## config.mk

```make
export PLATFORM = sky130hd
export DESIGN_NAME = psr_back
export DESIGN_NICKNAME = d
export VERILOG_FILES = /design/src/rtl/core/perfect_square_root_2adic_defines.svh /design/src/rtl/core/psr_pkg.sv /design/src/rtl/core/psr_back.sv
export SDC_FILE = /design/constraint.sdc
export NUM_CORES = 1
export LEC_CHECK = 0
export ABC_AREA = 1
export BUFFER_PORTS_ARGS = -buffer_cell sky130_fd_sc_hd__buf_2
export CORE_ASPECT_RATIO = 0.7
export CORE_MARGIN = 2
export CORE_UTILIZATION = 28
export CTS_CLUSTER_DIAMETER = 120
export DETAILED_ROUTE_END_ITERATION = 8
export PLACE_DENSITY = 0.57
export SLEW_MARGIN = 20
export SYNTH_ARGS = -nofsm -noshare
export SYNTH_HDL_FRONTEND = slang
export SYNTH_SLANG_ARGS = --single-unit
```

## constraint.sdc

```tcl
create_clock -name i_clk -period 1.8 [get_ports i_clk]
set_input_delay 0.36 -clock i_clk [delete_from_list [all_inputs] [get_ports i_clk]]
set_output_delay 0.36 -clock i_clk [all_outputs]
set_load 0.05 [all_outputs]
```

## src/rtl/core/perfect_square_root_2adic_defines.svh

```systemverilog
// Assertion macros for the perfect-square root block.
`ifndef PERFECT_SQUARE_ROOT_2ADIC_DEFINES_SVH
`define PERFECT_SQUARE_ROOT_2ADIC_DEFINES_SVH

// Plain property, checked at every clock edge outside reset.
`define PSR_ASSERT(label, prop, msg) \
    label: assert property (@(posedge i_clk) disable iff (!i_rst_n) (prop)) \
        else $error(msg);

// Condition in one cycle implies a consequence in the next.
`define PSR_ASSERT_NEXT(label, ante, cons, msg) \
    label: assert property (@(posedge i_clk) disable iff (!i_rst_n) \
        (ante) |=> (cons)) else $error(msg);

`endif

```

## src/rtl/core/psr_pkg.sv

```systemverilog
// Shared types, constants and multiply helpers for the perfect-square root pipeline.
package psr_pkg;

    // Refinement steps; five reach full 64-bit precision.
    localparam int NewtonSteps = 5;
    // Register stages inside one refinement step.
    localparam int StepStages = 4;

    localparam logic [63:0] Three = 64'd3;

    // Payload that travels between the pipeline sections.
    typedef struct packed {
        logic        rej;   // already known not to be a square
        logic [4:0]  sh;    // half of the removed trailing-zero count
        logic [63:0] inv;   // inverse square root estimate
        logic [63:0] r;     // square root estimate
    } t_lane;

    // Partial products of a 64x64 multiply kept modulo 2^64.
    typedef struct packed {
        logic [63:0] ll;
        logic [31:0] lh;
        logic [31:0] hl;
    } t_pp;

    function automatic t_pp pp_mul(input logic [63:0] a, input logic [63:0] b);
        t_pp p;
        p.ll = 64'(a[31:0]) * 64'(b[31:0]);
        p.lh = a[31:0] * b[63:32];
        p.hl = a[63:32] * b[31:0];
        return p;
    endfunction

    function automatic logic [63:0] pp_sum(input t_pp p);
        return p.ll + {p.lh + p.hl, 32'd0};
    endfunction

endpackage

```

## src/rtl/core/psr_back.sv

```systemverilog
// Back section: sign normalization, range check, shift back, output register.
module psr_back (
    input  logic            i_clk,
    input  logic            i_rst_n,
    input  logic            i_en,
    input  logic            i_vld,
    input  psr_pkg::t_lane  i_lane,
    output logic            o_vld,
    output logic            o_is_square,
    output logic [31:0]     o_root
);
    import psr_pkg::*;

    logic        r_v1;
    logic        r_v2;
    logic [62:0] r_rn;
    logic        r_rej;
    logic [4:0]  r_sh;
    logic        r_sq;
    logic [31:0] r_root;

    logic [63:0] neg_r;
    logic        ok;

    assign neg_r = 64'd0 - i_lane.r;
    assign ok    = !r_rej && (r_rn[62:32] == '0);

    always_ff @(posedge i_clk) begin
        if (!i_rst_n) begin
            r_v1 <= 1'b0;
            r_v2 <= 1'b0;
        end else if (i_en) begin
            r_v1 <= i_vld;
            r_v2 <= r_v1;
        end
    end

    always_ff @(posedge i_clk) begin
        if (i_en) begin
            // pick the representative with bit 62 clear, drop bit 63
            r_rn  <= i_lane.r[62] ? neg_r[62:0] : i_lane.r[62:0];
            r_rej <= i_lane.rej;
            r_sh  <= i_lane.sh;
            r_sq   <= ok;
            r_root <= ok ? (r_rn[31:0] << r_sh) : 32'd0;
        end
    end

    assign o_vld       = r_v2;
    assign o_is_square = r_sq;
    assign o_root      = r_root;

endmodule

```

==> flow_summary.yaml, run 1 <==
synthesis:
  synthDistinctLibCells: 35
  synth-seq-cells: 104
  syn_avg_cell_area_um2: 7.09
  synth-main-ff-cell: "edfxtp_1"
  synth-warning-count: 0
  async_flop_share: 0
  yosysSeqAreaShare: 0.424
  netlist_instances: 1033
  synth_edf_count: 102
  syn_area_um2: 7330
  syn_nets: 1172
drt:
  wl_um: 25000
  ant_nets: 0
  viasPerCell: 4.86
  post_drt_wl_per_cell_um: 15.8
  num_vias: 7677
  dr.first_iter.drc_count: 853
  drc_errors: 0
  drt_first_pass_iters: 5
setup_path:
  crit_path_end_kind: "flip-flop"
  cp_num_buf_inv: 2
  cp_cell_sequence: "buf_6, buf_12, or2_2, o21ai_4, nand2_2, nand3_1, nand3_2, nand3_2, nand2_1"
  cpMostUsedCell: "nand3_2"
  r2r_end: "o_root[24]"
  crit_cells: 9
  r2r_slack_ns: 0.007
  worstPathRequired_ns: 1.91
  reg2reg_from: "r_sh[0]"
  path_delay_family: "simple AND/OR/NAND/NOR gates"
  cp_max_fo: 8
  cp.arrival_ns: 1.90
  crit_start: "r_sh[0]"
  cp-start-kind: "flip-flop"
  worstRegToRegCells: 9
  critPathMaxStageDelay_ns: 0.38
  crit_type: "flip-flop to flip-flop"
  slowest_stage: "edfxtp_1"
  critical_path.endpoint: "o_root[24]"
power_and_ir_drop:
  clkPwrFrac: 0.294
  p_per_area_nw_per_um2: 660
  combPwrFrac: 0.255
  seqPwrFrac: 0.451
  internal-power_mw: 4.44
  leakagePower_nw: 4.31
  p_sw_mw: 2.11
  irDropWorstVdd_v: 0.000459
  swShare: 0.321
outcome:
  status: "finished, final reports clean"
floorplan:
  io_pins: 172
  rows: 49
  dieArea_um2: 27500
  initial_core_util: 0.285
  die_h_um: 139
  core_um2: 25700
  die_w_um: 197
min_path:
  hold_path_depth: 1
  worstHoldPathType: "input port to flip-flop"
flow_run:
  cap_violations: 0
global_routing:
  antenna_found_initial: 2
  grt_pass1_wl_um: 37500
  grt_max_degree: 62
  track_usage: 0.177
  grt_pass1_vias: 6887
  gr-total-overflow: 0
sta:
  hold_viol: 0
  rsz0062_at_grt: "true"
  tightest_slew_ns: 0.505
  relSlewSlack: 0.660
  fmax_ghz: 0.558
  finalSetupViolCount: 0
  finalSetupTns_ns: 0
  period_share: 0.996
  min_period_ns: 1.79
  drv_slew: 0
  skew_ns: 0.0116
clocking:
  h-tree-depth: 3
  cts_tree: "yes"
  clockRootBuffer: "clkbuf_16"
  clock_latency_ns: 0.36
  clockBufferDepth: 2
  numCtsBuffers: 9
  numClockSinks: 104
  path_clk_slew_ns: 0.08
final_layout:
  final_cell_mix: "nand2_1, nor2_1, nand3_1, buf_4, buf_2"
  drive_gt1_frac: 0.290
  fin_cells: 1581
  fill_cells: 2681
  nNetsFinal: 1382
  layout_commonest_cell: "nand2_1"
  final_area_um2: 9920
  syn_to_final_growth_pct: 35.4
placement:
  placed_cell_area_um2: 9130
  place_inst: 1553
  io_buffers: 106
  routabilityCongestion: 0.949
  hpwl_um: 19400
-- logic make-up after synthesis --
logic type                 after synthesis  share of synthesized area
DFF                                    104                      0.424
AOI/OAI and AO/OA                       75                     0.0654
adders and majority gates                1                    0.00171
buffers and inverters                   98                     0.0560
and+or+nand+nor                        722                      0.414
xor gates and xnor gates                33                     0.0395
-- repair_timing --
action                     CTS  global route
buffers inserted             0             6
cloned                       0             4
setup endpoints to repair    8            24
pin swaps                    1            58
hold buffers                 0             0
resized for setup            8           110
-- state kept, by name, summed over array words and instances (netlist names) --
| register | count |
|---|---|
| r_rn | 63 |
| o_root | 32 |
| r_sh | 5 |
| o_is_square | 1 |
| o_vld | 1 |
| r_rej | 1 |
| r_v1 | 1 |
-- power groups by stage --
stage / clock, mW / combinational [mW] / sequential [mW]
2_1_floorplan: 0 / 0.800 / 3.04
3_3_place_gp: 0 / 1.46 / 2.99
3_5_place_dp: 0 / 1.47 / 2.99
4_1_cts: 1.99 / 1.48 / 2.94
5_1_grt: 2.05 / 1.85 / 2.97
6_report: 1.93 / 1.67 / 2.95
-- layout make-up --
cell class,instances,area (um2),share of cell area
inverter,61,236,0.0238
multi-input combinational,831,4130,0.416
sequential,104,3100,0.313
antenna,2,5.00,0.000504
clock buffer,9,225,0.0227
tap,331,414,0.0417
clock inverter,7,43.8,0.00441
timing repair buffer,236,1760,0.178
-- Yosys cell counts (3+ instances only) --
cell      instances  share of area
buf_6             3         0.0046
nor2_2            5         0.0043
or2_2            12          0.010
nand4_1          11         0.0094
o211ai_1         26          0.027
xor2_1            9          0.011
buf_2             8         0.0055
o21ai_0          31          0.021
nand3_1         141          0.096
a21oi_2           4         0.0048
edfxtp_1        102           0.42
nand2_1         362           0.19
nor2_1          175          0.090
buf_1             4         0.0020
a21oi_1           6         0.0041
inv_1            59          0.030
clkbuf_1         20          0.010
o21ai_1           3         0.0020
nand3b_1          6         0.0061
xnor2_1          24          0.029
-- per-stage QoR --
| step | hold slack [ns] | power, mW | worst slack, ns | utilization |
|---|---|---|---|---|
| after floorplan | 0.448 | 3.84 | 0.163 | - |
| final | 0.170 | 6.55 | 0.00681 | 0.386 |
| after global placement | 0.476 | 4.45 | -0.164 | 0.356 |
| after global routing | 0.166 | 6.87 | -0.0556 | 0.386 |
| after detailed placement | 0.480 | 4.46 | -0.183 | 0.356 |
| after CTS | 0.156 | 6.41 | 0.000149 | 0.367 |
-- how the worst min path moves through the flow --
stage / start / to / slack (ns)
2_1_floorplan: r_v1 / o_vld / 0.45
3_3_place_gp: r_v1 / o_vld / 0.48
3_5_place_dp: r_v1 / o_vld / 0.48
4_1_cts: i_lane[130] / r_sh[2] / 0.16
5_1_grt: i_lane[130] / r_sh[2] / 0.17
6_report: i_lane[130] / r_sh[2] / 0.17
-- routing by layer --
layer | global-route usage | vias up | routed length (um)
met1 | 0.283 | 3570 | 12900
li1 | - | 3830 | -
met3 | 0.0402 | 18 | 1930
met5 | 0 | - | 13
met4 | 0.0376 | 2 | 210
met2 | 0.236 | 257 | 9980
Power figures use the tool's default switching activity.
==> run 2: changes to the inputs <==
--- a/config.mk
+++ b/config.mk
@@ -7,12 +7,14 @@
 export LEC_CHECK = 0
 export ABC_AREA = 1
 export BUFFER_PORTS_ARGS = -buffer_cell sky130_fd_sc_hd__buf_2
-export CORE_ASPECT_RATIO = 0.7
+export CORE_ASPECT_RATIO = 1.4
 export CORE_MARGIN = 2
 export CORE_UTILIZATION = 28
 export CTS_CLUSTER_DIAMETER = 120
 export DETAILED_ROUTE_END_ITERATION = 8
+export HOLD_SLACK_MARGIN = 0.12
 export PLACE_DENSITY = 0.57
+export SKIP_CTS_REPAIR_TIMING = 1
 export SLEW_MARGIN = 20
 export SYNTH_ARGS = -nofsm -noshare
 export SYNTH_HDL_FRONTEND = slang
==> run 2 against run 1 <==
  * Maximum frequency is essentially flat
  * Clock-buffer cell count up 1
  * Flip-flop and latch count is the same
  * Clock skew decreased by 0.0028 ns
  * Utilization shrank 1.5 points
  * Final cell count is 1.2% lower
  * Critical endpoint is now o_root[18]
  * Largest cell class unchanged
==> flow_summary.yaml, run 2 (synthesis results as in run 1) <==
setup_path:
  crit_path_end_kind: "flip-flop"
  reg2reg_from: "r_rn[52]"
  crit_start: "r_rn[52]"
  cp-start-kind: "flip-flop"
  r2r_slack_ns: 0.008
  r2r_end: "o_root[18]"
  crit_type: "flip-flop to flip-flop"
  cp_max_fo: 8
  cp.arrival_ns: 2.02
  worstPathRequired_ns: 2.02
  worstRegToRegCells: 9
flow_run:
  cap_violations: 0
sta:
  skew_ns: 0.00877
  rsz0062_at_grt: "true"
  drv_slew: 0
  hold_viol: 0
  tightest_slew_ns: 0.495
  min_period_ns: 1.79
  relSlewSlack: 0.667
  holdWs_ns: 0.177
  period_share: 0.996
  finalSetupTns_ns: 0
  fmax_ghz: 0.558
  finalSetupViolCount: 0
clocking:
  clockRootBuffer: "clkbuf_16"
  clockBufferDepth: 2
  h-tree-depth: 3
  numClockSinks: 104
  numCtsBuffers: 9
  clock_latency_ns: 0.36
  cts_tree: "yes"
  path_clk_slew_ns: 0.07
drt:
  wl_um: 23300
  post_drt_wl_per_cell_um: 14.9
  drc_errors: 0
  num_vias: 7413
  dr.first_iter.drc_count: 529
  drt_first_pass_iters: 5
  viasPerCell: 4.75
  ant_nets: 0
final_layout:
  nNetsFinal: 1370
  top_register: "r_rn"
  syn_to_final_growth_pct: 31.3
  drive_gt1_frac: 0.250
  final_cell_mix: "nand2_1, nor2_1, nand3_1, buf_2, edfxtp_1"
  largest_reg_flops: 63
  fill_cells: 2751
  layout_commonest_cell: "nand2_1"
  fin_cells: 1562
  final_area_um2: 9620
placement:
  place_inst: 1539
  io_buffers: 106
  routabilityCongestion: 0.930
  hpwl_um: 18500
  placed_cell_area_um2: 9060
global_routing:
  track_usage: 0.169
  grt_pass1_wl_um: 36200
  antenna_found_initial: 2
  grt_max_degree: 69
  gr-total-overflow: 0
  grt_pass1_vias: 7136
floorplan:
  io_pins: 172
  die_h_um: 195
  rows: 70
  core_um2: 25900
  die_w_um: 141
  initial_core_util: 0.283
  dieArea_um2: 27500
power_and_ir_drop:
  p_sw_mw: 1.93
  irDropWorstVdd_v: 0.000454
  total_power_mw: 6.44
  internal-power_mw: 4.51
  seqPwrFrac: 0.456
  p_per_area_nw_per_um2: 669
  swShare: 0.299
  clkPwrFrac: 0.305
  leakagePower_nw: 4.18
  combPwrFrac: 0.239
min_path:
  holdPathEnd: "r_sh[1]"
  worstHoldPathType: "input port to flip-flop"
  hold_path_depth: 1
  hold_start: "i_lane[129]"
outcome:
  status: "finished, final reports clean"
run 2: worst max-delay path, cell delays in order, from the launching register on:
cell       delay, ns
edfxtp_1        0.41
nor2_2          0.15
nand2_1         0.08
nor2_2          0.11
nand2_2         0.11
buf_6           0.14
nor3_4          0.30
clkbuf_16       0.23
nand2_1         0.05
nand2_1         0.07
run 2: power by group through the flow:
stage	Clock [mW]	Sequential, mW	Combinational, mW
global route	2.11	2.96	1.71
global placement	0	2.98	1.45
floorplan	0	3.04	0.800
finish	1.96	2.94	1.54
detailed placement	0	2.98	1.46
CTS	2.03	2.93	1.47
run 2: area by class of cell:
cell class | instances | area [um2] | area share
flip-flops and latches | 104 | 3100 | 0.323
multi-input cells | 831 | 3970 | 0.412
diodes | 2 | 5.00 | 0.000520
inverters | 61 | 239 | 0.0248
repair buffers | 224 | 1620 | 0.168
well taps | 324 | 405 | 0.0421
clock buffers | 10 | 229 | 0.0238
clock inverters | 6 | 58.8 | 0.00611
run 2: stage by stage:
stage,util,setup slack (ns)
after detailed placement,0.349,-0.220
after floorplan,-,0.163
final,0.371,0.00781
after global placement,0.349,-0.202
after CTS,0.361,-0.0275
after global routing,0.371,-0.0927
run 2: worst max path at each step:
| stage | endpoint | slack, ns |
|---|---|---|
| after floorplan | r_rn[36] | 0.16 |
| after global placement | r_rn[62] | -0.20 |
| after detailed placement | r_rn[62] | -0.22 |
| after CTS | o_root[26] | -0.03 |
| after global routing | o_root[26] | -0.09 |
| final | o_root[18] | 0.008 |
run 2: routing by layer:
| metal | routed length (um) | global-route usage | vias to the layer above |
|---|---|---|---|
| met5 | 0 | 0 | - |
| met4 | 981 | 0.0819 | 0 |
| met3 | 759 | 0.0218 | 53 |
| met2 | 12400 | 0.315 | 185 |
| met1 | 9170 | 0.188 | 3352 |
| li1 | - | - | 3823 |
